--- config.mk ---
export PLATFORM = sky130hd
export DESIGN_NAME = go_back_n_sender_window
export DESIGN_NICKNAME = d
export VERILOG_FILES = /design/src/rtl/core/gbn_pkg.sv /design/src/rtl/core/gbn_ctrl.sv /design/src/rtl/core/gbn_dpath.sv /design/src/rtl/core/go_back_n_sender_window.sv
export SDC_FILE = /design/constraint.sdc
export NUM_CORES = 1
export LEC_CHECK = 0
export ABC_AREA = 1
export BUFFER_PORTS_ARGS = -buffer_cell sky130_fd_sc_hd__buf_2
export CORE_MARGIN = 1.5
export CORE_UTILIZATION = 65
export DETAILED_ROUTE_END_ITERATION = 6
export PLACE_DENSITY = 0.89
export SYNTH_ARGS = -nofsm -noshare
export SYNTH_HDL_FRONTEND = slang
export SYNTH_SLANG_ARGS = --single-unit
--- constraint.sdc ---
create_clock -name i_clk -period 11.2 [get_ports i_clk]
set_input_delay 1.12 -clock i_clk [delete_from_list [all_inputs] [get_ports i_clk]]
set_output_delay 1.12 -clock i_clk [all_outputs]
set_load 0.01 [all_outputs]
--- src/rtl/core/gbn_pkg.sv ---
`timescale 1ns / 1ps
// Shared types and constants of the go-back-N sender window.
// Used by gbn_ctrl, gbn_dpath and the top level; depends on nothing.
package gbn_pkg;

    localparam int MAX_WINDOW_DEF  = 8;
    localparam int SEQ_BITS_DEF    = 16;
    localparam int MAX_PAYLOAD_DEF = 512;

    localparam int CFG_W = 4;
    localparam logic [CFG_W-1:0] WINDOW_RESET = 4'd5;
    localparam logic [15:0] RETRY_MAX = 16'hFFFF;

    localparam logic [1:0] KIND_NONE = 2'd0;
    localparam logic [1:0] KIND_NAME = 2'd1;
    localparam logic [1:0] KIND_DATA = 2'd2;
    localparam logic [1:0] KIND_EOT  = 2'd3;

    typedef enum logic [1:0] {
        OP_NEW    = 2'd0,
        OP_ACK    = 2'd1,
        OP_ROUND  = 2'd2,
        OP_FINISH = 2'd3
    } t_op;

    typedef enum logic [1:0] {
        ACT_STATUS = 2'd0,
        ACT_SEND   = 2'd1,
        ACT_RETX   = 2'd2,
        ACT_EOT    = 2'd3
    } t_action;

    typedef enum logic [2:0] {
        ST_OK        = 3'd0,
        ST_FULL      = 3'd1,
        ST_STALE     = 3'd2,
        ST_BEYOND    = 3'd3,
        ST_NOT_EMPTY = 3'd4,
        ST_EXHAUSTED = 3'd5
    } t_status;

    typedef enum logic {
        S_IDLE = 1'b0,
        S_RETX = 1'b1
    } t_state;

    typedef struct packed {
        t_op         op;
        logic [1:0]  packet_kind;
        logic [9:0]  payload_length;
        logic [15:0] ack_number;
    } t_cmd;

    typedef struct packed {
        t_action     action;
        logic [15:0] seq_out;
        logic [1:0]  kind_out;
        logic [9:0]  length_out;
        logic [15:0] retry_count;
        t_status     status;
        logic [15:0] window_base;
        logic [3:0]  in_flight;
        logic        last;
    } t_result;

    // slot descriptor kept in the slot memory
    typedef struct packed {
        logic [1:0]  kind;
        logic [9:0]  length;
        logic [15:0] retries;
    } t_slot;

    // controller -> datapath
    typedef struct packed {
        logic accept;
        logic round_begin;
        logic retx_step;
    } t_ctrl_cmd;

    // datapath -> controller
    typedef struct packed {
        logic window_empty;
        logic retx_last;
    } t_dp_status;

endpackage

--- src/rtl/core/gbn_ctrl.sv ---
`timescale 1ns / 1ps
// Controller of the go-back-N sender window: idle / retransmit walk.
// Depends on gbn_pkg.
module gbn_ctrl (
    input  logic                i_clk,
    input  logic                i_rst_n,
    input  logic                i_start,
    input  gbn_pkg::t_op        i_op,
    input  gbn_pkg::t_dp_status i_dp,
    output logic                o_busy,
    output gbn_pkg::t_ctrl_cmd  o_cmd
);

    gbn_pkg::t_state r_state, n_state;
    logic            accept;

    assign accept = i_start && (r_state == gbn_pkg::S_IDLE);

    always_ff @(posedge i_clk) begin
        if (!i_rst_n) begin
            r_state <= gbn_pkg::S_IDLE;
        end else begin
            r_state <= n_state;
        end
    end

    always_comb begin
        n_state = r_state;
        unique case (r_state)
            gbn_pkg::S_IDLE: begin
                if (accept && i_op == gbn_pkg::OP_ROUND && !i_dp.window_empty) begin
                    n_state = gbn_pkg::S_RETX;
                end
            end
            gbn_pkg::S_RETX: begin
                if (i_dp.retx_last) begin
                    n_state = gbn_pkg::S_IDLE;
                end
            end
            default: n_state = gbn_pkg::S_IDLE;
        endcase
    end

    always_comb begin
        o_busy            = 1'b0;
        o_cmd.accept      = 1'b0;
        o_cmd.round_begin = 1'b0;
        o_cmd.retx_step   = 1'b0;
        unique case (r_state)
            gbn_pkg::S_IDLE: begin
                o_cmd.accept      = accept;
                o_cmd.round_begin = accept && i_op == gbn_pkg::OP_ROUND
                                    && !i_dp.window_empty;
            end
            gbn_pkg::S_RETX: begin
                o_busy          = 1'b1;
                o_cmd.retx_step = 1'b1;
            end
            default: o_busy = 1'b0;
        endcase
    end

endmodule

--- src/rtl/core/gbn_dpath.sv ---
`timescale 1ns / 1ps
// Datapath of the go-back-N sender window: sequence registers, slot memory,
// retransmit iterator and result register. Depends on gbn_pkg.
module gbn_dpath #(
    parameter int MAX_WINDOW  = gbn_pkg::MAX_WINDOW_DEF,
    parameter int SEQ_BITS    = gbn_pkg::SEQ_BITS_DEF,
    parameter int MAX_PAYLOAD = gbn_pkg::MAX_PAYLOAD_DEF
) (
    input  logic                      i_clk,
    input  logic                      i_rst_n,
    input  logic                      i_cfg_we,
    input  logic [gbn_pkg::CFG_W-1:0] i_cfg_data,
    input  gbn_pkg::t_cmd             i_cmd,
    input  gbn_pkg::t_ctrl_cmd        i_ctrl,
    output gbn_pkg::t_dp_status       o_dp,
    output logic                      o_res_valid,
    output gbn_pkg::t_result          o_res
);

    localparam int SLOT_W = (MAX_WINDOW > 1) ? $clog2(MAX_WINDOW) : 1;
    localparam int CNT_W  = $clog2(MAX_WINDOW + 1);
    localparam int CMP_W  = (CNT_W > gbn_pkg::CFG_W) ? CNT_W : gbn_pkg::CFG_W;
    localparam int BSL_W  = ((SLOT_W > CNT_W) ? SLOT_W : CNT_W) + 1;
    localparam int PL_W0  = $clog2(MAX_PAYLOAD + 1);
    localparam int PL_W   = (PL_W0 > 10) ? PL_W0 : 10;
    localparam logic [SEQ_BITS-1:0] SEQ_LIMIT = '1;
    localparam logic [SLOT_W-1:0]   SLOT_LAST = SLOT_W'(MAX_WINDOW - 1);

    logic [gbn_pkg::CFG_W-1:0] r_window;
    logic [SEQ_BITS-1:0]       r_base, r_next, n_base, n_next;
    logic [SLOT_W-1:0]         r_next_slot, n_next_slot;
    logic [SEQ_BITS-1:0]       r_cur_seq;
    logic [SLOT_W-1:0]         r_cur_slot;
    logic [CNT_W-1:0]          r_remain;
    gbn_pkg::t_slot            r_mem [MAX_WINDOW];
    gbn_pkg::t_slot            r_rdata;
    gbn_pkg::t_result          r_res, n_res;
    logic                      r_res_valid, n_res_valid;

    logic [CNT_W-1:0]    inflight;
    logic [SEQ_BITS-1:0] diff_seq;
    logic [CMP_W-1:0]    eff_window;
    logic [BSL_W-1:0]    base_diff;
    logic [SLOT_W-1:0]   base_slot, raddr;
    logic [SEQ_BITS-1:0] ack_m, ack_p1;
    logic [1:0]          new_kind;
    logic [9:0]          new_len;
    logic [15:0]         retry_inc;
    logic                mem_we;
    logic [SLOT_W-1:0]   waddr;
    gbn_pkg::t_slot      wdata;

    function automatic logic [SLOT_W-1:0] slot_inc(input logic [SLOT_W-1:0] s);
        return (s == SLOT_LAST) ? '0 : s + 1'b1;
    endfunction

    // in flight never exceeds MAX_WINDOW, so the difference fits the count
    assign diff_seq = r_next - r_base;
    assign inflight = CNT_W'(diff_seq);

    always_comb begin
        eff_window = CMP_W'(r_window);
        if (r_window == '0) begin
            eff_window = CMP_W'(1);
        end else if (CMP_W'(r_window) > CMP_W'(MAX_WINDOW)) begin
            eff_window = CMP_W'(MAX_WINDOW);
        end
    end

    // base slot from the next slot, one wrap at most
    always_comb begin
        base_diff = BSL_W'(r_next_slot) - BSL_W'(inflight);
        if (BSL_W'(r_next_slot) < BSL_W'(inflight)) begin
            base_diff = base_diff + BSL_W'(MAX_WINDOW);
        end
        base_slot = SLOT_W'(base_diff);
    end

    assign raddr     = i_ctrl.retx_step ? slot_inc(r_cur_slot) : base_slot;
    assign ack_m     = SEQ_BITS'(i_cmd.ack_number);
    assign ack_p1    = ack_m + 1'b1;
    assign new_kind  = (i_cmd.packet_kind == gbn_pkg::KIND_NAME) ? gbn_pkg::KIND_NAME
                                                                 : gbn_pkg::KIND_DATA;
    assign new_len   = (PL_W'(i_cmd.payload_length) > PL_W'(MAX_PAYLOAD))
                       ? 10'(MAX_PAYLOAD) : i_cmd.payload_length;
    assign retry_inc = (r_rdata.retries == gbn_pkg::RETRY_MAX)
                       ? r_rdata.retries : r_rdata.retries + 1'b1;

    assign o_dp.window_empty = (inflight == '0);
    assign o_dp.retx_last    = (r_remain == CNT_W'(1));

    always_comb begin
        n_base      = r_base;
        n_next      = r_next;
        n_next_slot = r_next_slot;
        n_res_valid = 1'b0;
        n_res       = r_res;
        mem_we      = 1'b0;
        waddr       = r_next_slot;
        wdata       = '{kind: new_kind, length: new_len, retries: 16'd0};

        n_res.action      = gbn_pkg::ACT_STATUS;
        n_res.seq_out     = '0;
        n_res.kind_out    = gbn_pkg::KIND_NONE;
        n_res.length_out  = '0;
        n_res.retry_count = '0;
        n_res.status      = gbn_pkg::ST_OK;
        n_res.last        = 1'b1;

        if (i_ctrl.retx_step) begin
            n_res_valid       = 1'b1;
            n_res.action      = gbn_pkg::ACT_RETX;
            n_res.seq_out     = 16'(r_cur_seq);
            n_res.kind_out    = r_rdata.kind;
            n_res.length_out  = r_rdata.length;
            n_res.retry_count = retry_inc;
            n_res.last        = (r_remain == CNT_W'(1));
            mem_we            = 1'b1;
            waddr             = r_cur_slot;
            wdata             = '{kind: r_rdata.kind, length: r_rdata.length,
                                  retries: retry_inc};
        end else if (i_ctrl.accept) begin
            unique case (i_cmd.op)
                gbn_pkg::OP_NEW: begin
                    n_res_valid = 1'b1;
                    if (r_next == SEQ_LIMIT) begin
                        n_res.status = gbn_pkg::ST_EXHAUSTED;
                    end else if (CMP_W'(inflight) >= eff_window) begin
                        n_res.status = gbn_pkg::ST_FULL;
                    end else begin
                        mem_we           = 1'b1;
                        n_next           = r_next + 1'b1;
                        n_next_slot      = slot_inc(r_next_slot);
                        n_res.action     = gbn_pkg::ACT_SEND;
                        n_res.seq_out    = 16'(r_next);
                        n_res.kind_out   = new_kind;
                        n_res.length_out = new_len;
                    end
                end
                gbn_pkg::OP_ACK: begin
                    n_res_valid = 1'b1;
                    if (ack_m < r_base) begin
                        n_res.status = gbn_pkg::ST_STALE;
                    end else if (ack_m >= r_next) begin
                        n_res.status = gbn_pkg::ST_BEYOND;
                    end else begin
                        n_base = ack_p1;
                    end
                end
                gbn_pkg::OP_ROUND: begin
                    // nothing in flight: a single status-only transaction
                    n_res_valid = (inflight == '0);
                end
                gbn_pkg::OP_FINISH: begin
                    n_res_valid = 1'b1;
                    if (inflight != '0) begin
                        n_res.status = gbn_pkg::ST_NOT_EMPTY;
                    end else begin
                        n_res.action   = gbn_pkg::ACT_EOT;
                        n_res.seq_out  = 16'(r_next);
                        n_res.kind_out = gbn_pkg::KIND_EOT;
                    end
                end
                default: n_res_valid = 1'b0;
            endcase
        end

        n_res.window_base = 16'(n_base);
        n_res.in_flight   = 4'(n_next - n_base);
    end

    always_ff @(posedge i_clk) begin
        if (!i_rst_n) begin
            r_window    <= gbn_pkg::WINDOW_RESET;
            r_base      <= '0;
            r_next      <= '0;
            r_next_slot <= '0;
            r_remain    <= '0;
            r_res_valid <= 1'b0;
        end else begin
            if (i_cfg_we) begin
                r_window <= i_cfg_data;
            end
            r_base      <= n_base;
            r_next      <= n_next;
            r_next_slot <= n_next_slot;
            r_res_valid <= n_res_valid;
            if (i_ctrl.round_begin) begin
                r_remain <= inflight;
            end else if (i_ctrl.retx_step) begin
                r_remain <= r_remain - 1'b1;
            end
        end
    end

    always_ff @(posedge i_clk) begin
        r_res <= n_res;
        if (i_ctrl.round_begin) begin
            r_cur_seq  <= r_base;
            r_cur_slot <= base_slot;
        end else if (i_ctrl.retx_step) begin
            r_cur_seq  <= r_cur_seq + 1'b1;
            r_cur_slot <= slot_inc(r_cur_slot);
        end
    end

    // slot memory: one write port, one registered read port
    always_ff @(posedge i_clk) begin
        if (mem_we) begin
            r_mem[waddr] <= wdata;
        end
        r_rdata <= r_mem[raddr];
    end

    assign o_res_valid = r_res_valid;
    assign o_res       = r_res;

endmodule

--- src/rtl/core/go_back_n_sender_window.sv ---
`timescale 1ns / 1ps
// Go-back-N sender window controller, top level.
// Depends on gbn_pkg, gbn_ctrl and gbn_dpath.
//
// A command is taken when start is high and busy is low. New-packet, ack and
// finish commands, and a round-end command with an empty window, leave busy
// low, and the single result appears on o_res with o_res_valid high in the
// next cycle. A round-end command with N packets in flight (N from 1 to
// MAX_WINDOW) walks the slot memory one slot per cycle through its one read
// port and one write port: busy is high while the walk runs and N retransmit
// results follow on consecutive cycles, the last one with o_res.last set.
// Each result is valid for exactly one cycle and there is no back-pressure,
// so the receiver must capture every strobed transaction. The window size
// register is written through the cfg channel; the user must write it only
// while the block is idle, as the block itself does not enforce this.
module go_back_n_sender_window #(
    parameter int MAX_WINDOW  = gbn_pkg::MAX_WINDOW_DEF,
    parameter int SEQ_BITS    = gbn_pkg::SEQ_BITS_DEF,
    parameter int MAX_PAYLOAD = gbn_pkg::MAX_PAYLOAD_DEF
) (
    input  logic                      i_clk,
    input  logic                      i_rst_n,
    input  logic                      start,
    output logic                      busy,
    input  gbn_pkg::t_cmd             i_cmd,
    output logic                      o_res_valid,
    output gbn_pkg::t_result          o_res,
    input  logic                      i_cfg_valid,
    output logic                      o_cfg_ready,
    input  logic [gbn_pkg::CFG_W-1:0] i_cfg_data
);

    gbn_pkg::t_ctrl_cmd  ctrl;
    gbn_pkg::t_dp_status dp;

    assign o_cfg_ready = 1'b1;

    gbn_ctrl u_ctrl (
        .i_clk   (i_clk),
        .i_rst_n (i_rst_n),
        .i_start (start),
        .i_op    (i_cmd.op),
        .i_dp    (dp),
        .o_busy  (busy),
        .o_cmd   (ctrl)
    );

    gbn_dpath #(
        .MAX_WINDOW  (MAX_WINDOW),
        .SEQ_BITS    (SEQ_BITS),
        .MAX_PAYLOAD (MAX_PAYLOAD)
    ) u_dpath (
        .i_clk       (i_clk),
        .i_rst_n     (i_rst_n),
        .i_cfg_we    (i_cfg_valid && o_cfg_ready),
        .i_cfg_data  (i_cfg_data),
        .i_cmd       (i_cmd),
        .i_ctrl      (ctrl),
        .o_dp        (dp),
        .o_res_valid (o_res_valid),
        .o_res       (o_res)
    );

endmodule
After elaboration in Yosys (flattened, before gate mapping)
Memories as Yosys holds them, arrays and structs flattened. A register that Yosys moved wholly into a read port is not among the register bits.
Cells that the tools add are included.
{"block": "totals", "n_memories": 1, "elab_cells": 118, "mem_bits_rw": 224, "in_bits": 38, "out_inout_bits": 73, "reg_bits": 134}
{"memory": "u_dpath.r_mem", "depth": 8, "width": 28, "rd": 1, "rd_clocked_by_memory_dff": 1, "wr": 1, "line": "gbn_dpath.sv:35", "rtl": "gbn_pkg::t_slot r_mem [MAX_WINDOW];"}
{"block": "op_classes", "addsub": 11, "eq_ne": 9, "bitwise_logic": 5, "reduce_logical": 12, "magnitude_cmp": 6, "n_mux": 55}
{"cell": "two-way mux 16 bit", "count": 13}
{"cell": "adder 16 x 1 -> 16 bit (second input constant)", "count": 4}
{"cell": "two-way mux 30 bit", "count": 2}
{"cell": "two-way mux 28 bit", "count": 2}
{"cell": "case mux 20 bit (2 select lines)", "count": 1}
{"cell": "== test 16 bit (second input constant)", "count": 2}
{"cell": "two-way mux 3 bit", "count": 10}
{"cell": "two-way mux 29 bit", "count": 1}
{"cell": "two-way mux 10 bit", "count": 2}
{"cell": "two-way mux 20 bit", "count": 1}
{"cell": "greater-or-equal comparator 16 bit", "count": 1}
{"cell": "< comparator 16 bit", "count": 1}
{"cell": "two-way mux 4 bit", "count": 4}
{"cell": "two-way mux 1 bit", "count": 13}
{"cell": "> comparator 10 bit (second input constant)", "count": 1}
{"cell": "adder 3 x 1 -> 3 bit (second input constant)", "count": 3}
{"cell": "case mux 3 bit (3 select lines)", "count": 1}
{"cell": "logical NOT 4 bit", "count": 2}
{"cell": "subtractor 4 bit", "count": 2}
{"cell": "== test 3 bit (second input constant)", "count": 2}
{"cell": "two-way mux 2 bit", "count": 3}
{"cell": "NOT 1 bit", "count": 5}
{"cell": "AND reduction 5 bit", "count": 1}
{"cell": "== test 2 x 1 -> 1 bit (second input constant)", "count": 2}
{"cell": "15 further kinds", "count": 19}

Longest topological paths before layout
Gate-level depths: netlist of the first run.
{"block": "logic_depth", "ltp_word": 11, "ltp_mapped": 25, "mapped_depth_nobuf": 25}

Modules after synthesis
From an unflattened synthesis of the first run, not the netlist that was laid out.
{"block": "hier_totals", "cells_unflattened": 1656, "area_unflattened_um2": 16698.5}
{"module": "gbn_dpath", "area_per_inst_um2": 16612.2, "instances": 1, "seq_area_each_um2": 10139.7, "cells_each": 1643}
{"module": "gbn_ctrl", "area_per_inst_um2": 75.1, "instances": 1, "seq_area_each_um2": 20.0, "cells_each": 11}
{"module": "go_back_n_sender_window", "area_per_inst_um2": 11.3, "instances": 1, "seq_area_each_um2": 0.0, "cells_each": 2}

Worst setup path after synthesis of the first run
Ideal clock, no wire load.
{"block": "synth_path", "kind": "reg2reg", "from": "register u_dpath.r_next[0]", "to": "memory u_dpath.r_mem[5][0] in the netlist's numbering (enable)", "path_buffers": 0, "synth_period_minus_slack_ps": 5571, "setup_time_ps": 484, "required_ps": 10716, "path_slack_ps": 5629, "arrival_time_ps": 5088, "stages_incl_launch_ff": 17, "cell_sequence": "dfxtp_1 -> inv_1 -> ha_1 -> inv_1 -> fa_1 -> xnor2_1 -> inv_1 -> ha_1 -> nand2_1 -> inv_1 -> nand3_1 -> nand3_1 -> nor2_4 -> inv_4 -> nand2_1 -> inv_2 -> nor4_1"}
{"block": "synth_via", "elab_chain_len": 9, "elab_cells_between_ends": 10, "cone_classes": "add/sub (1); order compare (1); eq/ne (1); mux (7)"}
{"element": "start, declared", "line": "gbn_dpath.sv:30", "rtl": "logic [SEQ_BITS-1:0] r_base, r_next, n_base, n_next;"}
{"element": "start signal, assigned", "line": "gbn_dpath.sv:185", "rtl": "r_next <= n_next;"}
{"element": "subtractor 4 bit", "line": "gbn_dpath.sv:58", "rtl": "assign diff_seq = r_next - r_base;"}
{"element": "greater-or-equal comparator 4 bit", "line": "gbn_dpath.sv:128", "rtl": "end else if (CMP_W'(inflight) >= eff_window) begin"}
{"element": "two-way mux 1 bit", "line": "gbn_dpath.sv:128"}
{"element": "two-way mux 1 bit (*)", "line": "gbn_dpath.sv:126", "rtl": "if (r_next == SEQ_LIMIT) begin"}
{"element": "two-way mux 1 bit (*)", "line": "gbn_dpath.sv:123", "rtl": "unique case (i_cmd.op)"}
{"element": "two-way mux 1 bit (*)", "line": "gbn_dpath.sv:122", "rtl": "end else if (i_ctrl.accept) begin"}
{"element": "two-way mux 1 bit (*)", "line": "gbn_dpath.sv:110", "rtl": "if (i_ctrl.retx_step) begin"}
{"element": "two-way mux 1 bit (*)", "line": "gbn_dpath.sv:209", "rtl": "if (mem_we) begin"}
{"element": "two-way mux 1 bit (implied by the code) (*)", "line": "gbn_dpath.sv:210", "rtl": "r_mem[waddr] <= wdata;"}
{"element": "end, declared", "line": "gbn_dpath.sv:35"}
Every way passes the cells marked *; elsewhere a longest branch is shown, timed or not.

Worst setup path in the final report of the first run
{"block": "layout_path", "from": "register u_dpath.r_next[0]", "to": "memory u_dpath.r_mem[6][7] in the netlist's numbering (enable)"}
Same word-level chain as after synthesis.

==> flow_metrics.tcl, run 1 <==
set metrics [dict create \
    core-area_sq_um 25100 \
    startpoint_type "register" \
    post_cts_resized 0 \
    netlist_area_sq_um 16600 \
    p_seq_share_pct 45.7 \
    crit_buf_inv 6 \
    nets 1818 \
    sw_frac_of_total_pct 28.2 \
    setup-violations-final 0 \
    crit_required_ns 11.39 \
    yosys.area.top_type "edfxtp_1" \
    criticalPathCategory "register to register" \
    clock-sinks 386 \
    synth_edf_count 243 \
    cpMaxStageDelayCell "nor3_2" \
    wl_microns 39500 \
    drt-pass1-iter-count 7 \
    worst_hold_startpoint "u_dpath.r_remain[3]" \
    yosysSeqAreaShare_pct 61.3 \
    holdBufCountCts 0 \
    leakagePower_nw 7.50 \
    first_iter_violations 1375 \
    yosysTopAreaCellShare_pct 44.0 \
    synthCells 1619 \
    combPwrFrac_pct 16.8 \
    p_sw_mw 1.04 \
    timing.final.crit_share_pct 41.6 \
    grt_util_met3_pct 4.81 \
    hold_viol_final 0 \
    r2r-end "u_dpath.r_mem[6][7]" \
    internal-power_mw 2.63 \
    clk_pin_slew_ns 0.06 \
    grt_start_max_net_pins 114 \
    fin_util_pct 74.8 \
    vias 12500 \
    path_delay_family "simple AND/OR/NAND/NOR gates" \
    vdd_drop_max_mv 0.149 \
    avgSynthCellArea_sq_um 10.2 \
    drv_cap 0 \
    period_needed_ns 4.65 \
    min_path_type "register to register" \
    die_w_microns 163 \
    grt_pass1_wl_microns 61900 \
    status "finished, violations left" \
    grt.busiest_layer "met2" \
    ys_async_sr_fraction_pct 0 \
    clock_latency_ns 0.55 \
    grt.met1_usage_pct 38.1 \
    post_cts_buffers 0 \
    portBuffers 109 \
    slew_headroom_pct 22.1 \
    ant_nets 0 \
    whs_endpoint "u_dpath.r_remain[3]" \
    synth_cell_types 57 \
    reg2reg_setup_slack_ns 6.55 \
    ys.flop_type "edfxtp_1" \
    cts_tree "done" \
    antennaDiodeCount 0 \
    vias_per_cell 6.01 \
    wl_per_cell_microns 19.0 \
    multiInputGateArea_sq_um 5620 \
    fin_skew_ns 0.0247 \
    max_freq_mhz 215 \
    cts_made_buffers 40 \
    syn-num-nets 1717 \
    seq_area_sq_um 10200 \
    gp_congestion 0.906 \
    io_pins 111 \
    die_y_microns 163 \
    grtUsageTotal_pct 30.1 \
    cts-root-buf "clkbuf_16" \
    synthTopCellsByArea "edfxtp_1, dfxtp_1, nor2_1" \
    num_rows 58 \
    power.density_nw_per_um2 196 \
    finalSetupTns_ns 0 \
    crit_path_max_fanout 21 \
    most-common-layout-cells "nor2_1, edfxtp_1, nand2_1, o21ai_0, dfxtp_1" \
    whs_path_depth 2 \
    crit_path_end_kind "register" \
    critical_path.max_stage_delay_ns 0.66 \
    cp_cell_sequence "inv_1 -> ha_1 -> inv_1 -> nand3_1 -> nand2_1 -> xor2_1 -> ha_1 -> nand2_1 -> inv_1 -> nand3_1 -> nand3_1 -> nor2_4 -> inv_4 -> nand2_1 -> inv_2 -> nor3_2 -> buf_4" \
    start_util_pct 66.0 \
    htreeDepth 2 \
    cp.arrival_ns 4.85 \
    synth_seq_cells 386 \
    layout_commonest_cell "nor2_1" \
    worst-r2r-cell-count 17 \
    worstReg2RegStart "u_dpath.r_next[0]" \
    hpwl_microns 24100 \
    rsz0062_at_grt "false" \
    slew_viol_final 0 \
    clockPowerShare_pct 37.5 \
    synth-warning-count 0 \
    violations "design-rule violations" \
    met2_usage_pct 50.8 \
    worst_pin_slew_ns 1.16 \
    die_area_sq_um 26500 \
    cts_max_path_buffers 3 \
    drc_errors 1 \
    grt-ovfl-total 0 \
    drive_above_1_share_pct 14.0 \
    grt_pass1_vias 12200 \
    fillers 1607 \
    syn_to_final_growth_pct 13.3 \
    grt_antenna_before_repair 0 \
]
[registers in the layout (all words and copies together) (netlist names)]
signal,flops
u_ctrl.r_state,1
u_dpath.o_res,70
u_dpath.o_res_valid,1
u_dpath.r_base,16
u_dpath.r_cur_seq,16
u_dpath.r_cur_slot,3
u_dpath.r_mem,224
u_dpath.r_next,16
u_dpath.r_next_slot,3
u_dpath.r_rdata,28
u_dpath.r_remain,4
u_dpath.r_window,4
[cells in the mapped netlist (11+ instances only)]
| library cell | instances |
|---|---|
| nor2_1 | 284 |
| edfxtp_1 | 243 |
| nand2_1 | 198 |
| o21ai_0 | 159 |
| dfxtp_1 | 143 |
| inv_1 | 124 |
| ha_1 | 57 |
| a21oi_1 | 55 |
| nand3_1 | 47 |
| a31oi_1 | 33 |
| o22ai_1 | 30 |
| clkbuf_1 | 29 |
| xor2_1 | 26 |
| buf_2 | 24 |
| nor3_1 | 21 |
| o21ai_1 | 17 |
| nand4_1 | 16 |
| xnor2_1 | 15 |
| a22o_1 | 11 |
[worst min-delay path: stages (launching register included)]
cell     delay (ns)
dfxtp_1        0.32
nand2_2        0.07
a21oi_2        0.04
[power by group through the flow]
stage | registers, mW | logic [mW] | clock network (mW)
2_1_floorplan | 1.69 | 0.430 | 0
3_3_place_gp | 1.70 | 0.563 | 0
3_5_place_dp | 1.70 | 0.592 | 0
4_1_cts | 1.67 | 0.608 | 1.39
5_1_grt | 1.68 | 0.681 | 1.44
6_report | 1.68 | 0.619 | 1.38
[cell type report]
cell class              instances  area share (%)
clock buffers                  53            5.97
multi-input cells            1033            30.0
repair buffers                125            3.55
inverters                     134            2.72
flip-flops and latches        386            54.1
clock inverters                21            1.49
well taps                     330            2.20
[stage by stage]
step / power [mW] / std cells / hold WS, ns / instance area, sq um / worst slack [ns]
after floorplan: 2.12 / 1619 / 0.419 / 16600 / 5.63
after global placement: 2.26 / 2008 / 0.454 / 17400 / 6.70
after CTS: 3.67 / 2082 / 0.468 / 18800 / 6.60
after global routing: 3.81 / 2082 / 0.487 / 18800 / 6.29
after detailed placement: 2.29 / 2008 / 0.456 / 17400 / 6.50
final: 3.67 / 2082 / 0.463 / 18800 / 6.55
[logic make-up after synthesis]
family | synth area share [%]
other cells | 0.0226
buf+inv | 5.06
fa+ha+maj | 4.67
flops | 61.3
xor+xnor | 2.17
compound gates | 11.0
mux | 0.128
simple gates | 15.7
[how the worst max path moves through the flow]
stage,from,cells after the start,slack (ns),endpoint
after global routing,u_dpath.r_next[0],17,6.29,u_dpath.r_mem[1][9]
after floorplan,u_dpath.r_next[0],16,5.63,u_dpath.r_mem[5][0]
after detailed placement,i_cmd[13],18,6.50,u_dpath.o_res[4]
after CTS,u_dpath.r_next[0],17,6.60,u_dpath.r_mem[1][9]
final,u_dpath.r_next[0],17,6.55,u_dpath.r_mem[6][7]
after global placement,i_cmd[13],20,6.70,u_dpath.o_res[4]
[metal layers]
metal	wire length [microns]	vias to the layer above
met5	0	-
li1	-	5774
met1	14700	5898
met2	19800	706
met3	3500	133
met4	1540	0
Note: power is estimated with default switching activity, not from simulation.
==> inputs of run 2 (changes only) <==
- ABC_AREA: 1 -> 0
- CORE_UTILIZATION: 65 -> 60
- PLACE_DENSITY: 0.89 -> 0.83
- clock period: 11.2 -> 4.6 ns (I/O delays scaled with it)
==> run 2 against run 1 <==
Compared with the run above:
- the flow now finishes without violations
- worst setup slack got worse by 5.8 ns
- cell count decreased by 5.2%
- sequential share of layout area increased by 0.13 points
==> flow_metrics.tcl, run 2 <==
set metrics [dict create \
    status "finished clean" \
    combPwrFrac_pct 11.4 \
    p_seq_share_pct 48.8 \
    htreeDepth 2 \
    most-common-layout-cells "nand2_1, edfxtp_1, nand3_1, dfxtp_1, buf_2" \
    netlist_area_sq_um 16400 \
    worst_hold_startpoint "i_cfg_data[0]" \
    setup-violations-final 0 \
    drt-pass1-iter-count 6 \
    synth_cell_types 69 \
    yosys.area.top_type "edfxtp_1" \
    post_cts_resized 0 \
    drive_above_1_share_pct 14.3 \
    cts-root-buf "clkbuf_16" \
    drv_cap 0 \
    synth-warning-count 0 \
    clock-sinks 386 \
    dpl.cell_count 1901 \
    core-area_sq_um 26900 \
    clockPowerShare_pct 39.8 \
    die_y_microns 168 \
    rsz0062_at_grt "false" \
    clock_latency_ns 0.54 \
    slew_headroom_pct 35.6 \
    fillers 1833 \
    finalSetupTns_ns 0 \
    vias_per_cell 5.94 \
    avgSynthCellArea_sq_um 11.0 \
    synth_seq_cells 386 \
    ant_nets 0 \
    syn_to_final_growth_pct 14.1 \
    cp_cell_sequence "inv_1 -> ha_1 -> inv_1 -> fa_1 -> ha_1 -> a21o_1 -> a21o_1 -> a211oi_2 -> buf_4 -> a21oi_1 -> inv_1 -> ha_1 -> a21o_1 -> a21oi_1 -> xnor2_1 -> xnor2_1 -> xnor2_1" \
    final_area_sq_um 18700 \
    min_path_type "primary input to register" \
    whs_path_depth 3 \
    final_cells 1973 \
    layout_commonest_cell "nand2_1" \
    sw_frac_of_total_pct 25.1 \
    hold_ws_ns 0.153 \
    num_rows 60 \
    crit_path_max_fanout 14 \
    hold_viol_final 0 \
    grt_antenna_before_repair 0 \
    p_sw_mw 2.02 \
    cpMaxStageDelayCell "fa_1" \
    worstSetupStartpoint "u_dpath.r_next[0]" \
    portBuffers 109 \
    grt-ovfl-total 0 \
    yosysMostFrequentCell "nand2_1" \
    holdBufCountCts 0 \
    max_freq_mhz 259 \
    criticalPathCategory "register to register" \
    cts_max_path_buffers 3 \
    grt_pass1_vias 11500 \
    ys_async_sr_fraction_pct 0 \
    synthTopCellsByArea "edfxtp_1, dfxtp_1, nand2_1" \
    post_cts_buffers 0 \
    startpoint_type "register" \
    worstReg2RegStart "u_dpath.r_next[0]" \
    internal-power_mw 6.04 \
    fin_skew_ns 0.0206 \
    io_pins 111 \
    critical_path.max_stage_delay_ns 0.48 \
    largest_reg_flops 224 \
    path_delay_family "adder cells" \
    yosysTopAreaCellShare_pct 44.5 \
    drc_errors 0 \
    power_mw 8.06 \
    grt_start_max_net_pins 85 \
    crit_cells 17 \
    die_area_sq_um 28300 \
    hpwl_microns 23000 \
    synthTopCellsByCount "nand2_1, edfxtp_1, nand3_1" \
    start_util_pct 61.0 \
    cp.arrival_ns 4.32 \
    synth_edf_count 243 \
    vias 11700 \
    yosysSeqAreaShare_pct 61.9 \
    syn-num-nets 1592 \
    synthCells 1494 \
    crit_required_ns 5.06 \
    grt_pass1_wl_microns 59800 \
    grtUsageTotal_pct 26.9 \
    cts_tree "done" \
    wl_microns 37600 \
    regMostFlops "u_dpath.r_mem" \
    ys.flop_type "edfxtp_1" \
    antennaDiodeCount 0 \
    placed_area_sq_um 17400 \
    nets 1699 \
    worst_pin_slew_ns 0.955 \
    period_needed_ns 3.87 \
    gp_congestion 0.911 \
    power.density_nw_per_um2 430 \
    die_w_microns 168 \
    vdd_drop_max_mv 0.283 \
    crit_path_end_kind "register" \
    wl_per_cell_microns 19.1 \
    timing.final.crit_share_pct 84.1 \
    crit_buf_inv 4 \
    worst-r2r-cell-count 17 \
    slew_viol_final 0 \
    cts_made_buffers 39 \
    first_iter_violations 1330 \
    leakagePower_nw 7.47 \
    clk_pin_slew_ns 0.06 \
]
[run 2: cell count changes in the layout (fill, tap and decap cells not counted), sizes merged, moves of 19 or more]
cell | previous run | this run
nor2b | 0 | 19
o21ai | 181 | 57
nand2 | 205 | 323
and2 | 0 | 27
a31oi | 33 | 5
inv | 132 | 57
nand3 | 51 | 175
o22ai | 30 | 0
nor2 | 290 | 66
[run 2: logic make-up (layout without fill, tap and decap cells)]
logic type      after synthesis  count (layout)  share of synthesized area, %
buf+inv                     123             261                          3.05
other cells                   1               1                        0.0229
mux                          22              22                          1.47
fa+ha+maj                    60              60                          4.71
xor+xnor                     61              61                          3.26
simple gates                683             683                          19.3
compound gates              158             158                          6.26
flops                       386             386                          61.9
[run 2: worst min-delay path, stage by stage]
cell and delay [ns]:
buf_2 0.08, mux2i_1 0.05, nand2_1 0.05
[run 2: stage by stage]
step	worst slack [ns]	util [%]
2_1_floorplan	0.470	-
4_1_cts	0.752	69.7
3_3_place_gp	0.841	64.8
6_report	0.733	69.7
3_5_place_dp	0.759	64.8
5_1_grt	0.497	69.7
[run 2: layout make-up]
type                            instances  area [sq um]  area share, %
Multi-Input combinational cell        985          5810           31.0
Tap cell                              341           427           2.28
Timing Repair Buffer                  134           821           4.38
Clock buffer                           52          1090           5.80
Inverter                               55           206           1.10
Sequential cell                       386         10200           54.3
Clock inverter                         20           216           1.16
[run 2: power by group through the flow]
stage	Combinational (mW)	Sequential, mW	Clock, mW
2_1_floorplan	0.612	3.98	0
3_3_place_gp	0.868	3.99	0
3_5_place_dp	0.895	4.00	0
4_1_cts	0.916	3.93	3.24
5_1_grt	1.02	3.94	3.37
6_report	0.922	3.93	3.21
[run 2: worst paths after layout]
| kind | end | slack, ns |
|---|---|---|
| worst min-delay path | u_dpath.r_window[0] | 0.15 |
| worst min register to register | u_dpath.r_window[0] | 0.49 |
| worst max-delay path | u_dpath.o_res[4] | 0.73 |
| worst max register to register | u_dpath.o_res[4] | 0.73 |
[run 2: routing by layer]
| layer | share of wire, % | global-route usage (%) |
|---|---|---|
| met1 | 41 | 35.8 |
| met2 | 48 | 45.0 |
| met3 | 7.6 | 3.93 |
| met4 | 2.9 | 10.2 |
| met5 | 0 | 0 |
==> inputs of run 3 (changes only) <==
- CORE_UTILIZATION: 60 -> 55
- PLACE_DENSITY: 0.83 -> 0.8
- clock period: 4.6 -> 3.4 ns (I/O delays scaled with it)
==> run 3 against run 2 <==
Compared with the run above:
- first-iteration DRC count decreased by 3.8%
- largest cell class unchanged
- combinational power increased by 41%
- total power increased by 39%
- register-to-register slack got worse by 0.72 ns
==> flow_metrics.tcl, run 3 (synthesis gave the netlist of run 2 again) <==
set metrics [dict create \
    status "finished clean" \
    grt_pass1_wl_microns 61100 \
    grt_pass1_vias 12100 \
    grt_antenna_before_repair 0 \
    dpl.cell_count 1977 \
    worst_pin_slew_ns 0.954 \
    crit_path_max_fanout 3 \
    criticalPathCategory "register to register" \
    drv_cap 0 \
    rsz0062_at_grt "true" \
    wl_per_cell_microns 18.7 \
    timing.final.crit_share_pct 99.6 \
    leakagePower_nw 7.73 \
    grt-ovfl-total 0 \
    vias 11900 \
    first_iter_violations 1280 \
    startpoint_type "register" \
    crit_path_end_kind "register" \
    gp_congestion 0.902 \
    cts_tree "done" \
    hpwl_microns 23700 \
    die_area_sq_um 30900 \
    antennaDiodeCount 0 \
    hold_viol_final 0 \
    vdd_drop_max_mv 0.376 \
    io_pins 111 \
    clock_latency_ns 0.55 \
    clock-sinks 386 \
    drt-pass1-iter-count 5 \
    hold_ws_ns 0.0209 \
    largest_reg_flops 224 \
    most-common-layout-cells "nand2_1, edfxtp_1, nand3_1, dfxtp_1, buf_2" \
    fin_util_pct 65.8 \
    cts_made_buffers 40 \
    holdBufCountCts 0 \
    final_cells 2055 \
    wl_microns 38500 \
    crit_required_ns 3.83 \
    drc_errors 0 \
    portBuffers 109 \
    vias_per_cell 5.80 \
    slew_headroom_pct 35.7 \
    num_rows 63 \
    start_util_pct 55.6 \
    grt_start_max_net_pins 85 \
    slew_viol_final 0 \
    setup_slack_ns 0.0120 \
    die_y_microns 176 \
    nets 1731 \
    min_path_type "primary input to register" \
    syn_to_final_growth_pct 18.2 \
    clk_pin_slew_ns 0.07 \
    drive_above_1_share_pct 17.5 \
    layout_commonest_cell "nand2_1" \
    die_w_microns 176 \
    max_freq_mhz 295 \
    grtUsageTotal_pct 25.1 \
    power.density_nw_per_um2 579 \
    cts-root-buf "clkbuf_16" \
    cts_max_path_buffers 3 \
    setup-violations-final 0 \
    period_needed_ns 3.39 \
    htreeDepth 2 \
    dp_slack_ns -0.0667 \
    core-area_sq_um 29500 \
    cp.arrival_ns 3.82 \
    ant_nets 0 \
    fillers 2125 \
    fin_skew_ns 0.0198 \
    regMostFlops "u_dpath.r_mem" \
]
## run 3: changes by cell type in the layout (fill, tap and decap cells not counted), sizes merged
cell and change:
inv -1, bufinv +1, buf +31, clkbuf -1, clkinv +3
## run 3: final timing paths
kind	startpoint	end	slack (ns)	cells after the start
hold / removal	i_cfg_data[0]	u_dpath.r_window[0]	0.02	3
setup / recovery	u_dpath.r_base[1]	u_dpath.o_res[4]	0.01	17
hold reg to reg	u_dpath.r_window[0]	u_dpath.r_window[0]	0.50	2
setup reg to reg	u_dpath.r_base[1]	u_dpath.o_res[4]	0.01	17
## run 3: worst max-delay path: stages (launching register included)
cell      delay, ns
dfxtp_2        0.33
inv_1          0.05
ha_1           0.26
nor2b_1        0.13
o21a_1         0.18
or3_1          0.38
nand2_2        0.11
ha_4           0.23
a211oi_4       0.31
nor2_2         0.06
a21oi_2        0.13
inv_1          0.07
ha_1           0.27
a21o_1         0.19
a21oi_2        0.17
xnor2_2        0.14
xnor2_1        0.16
xnor2_1        0.10
## run 3: routing by layer
layer | vias up | routed length, microns | GRT usage (%)
met3 | 92 | 2660 | 3.33
met1 | 5759 | 15900 | 32.9
met2 | 546 | 18800 | 42.0
met5 | - | 0 | 0
li1 | 5513 | - | -
met4 | 0 | 1160 | 10.9
## run 3: timing repair
action	4_1_cts	5_1_grt
endpoints found under the setup margin	47	221
pin swaps	12	10
resized for setup	6	13
buffers inserted	3	1
## run 3: power breakdown
| group | internal [mW] | switching [mW] |
|---|---|---|
| combinational | 0.461 | 0.840 |
| sequential | 5.18 | 0.135 |
| clock | 2.77 | 1.85 |
| total | 8.41 | 2.83 |
## run 3: cell type report
type                            instances  area, sq um  area share [%]
Clock buffer                           51         1130            5.85
Tap cell                              390          488            2.52
Clock inverter                         23          282            1.45
Timing Repair Buffer                  165         1150            5.94
Sequential cell                       386        10200            52.4
Inverter                               55          206            1.06
Multi-Input combinational cell        985         5960            30.8
## run 3: through the flow
stage	cell area, sq um	total power [mW]	TNS, ns
final	19400	11.2	0
after global placement	17900	6.61	0
after CTS	19300	11.3	-0.0210
after global routing	19400	11.6	-0.164
after detailed placement	17900	6.66	-0.0667
after floorplan	16500	6.22	0
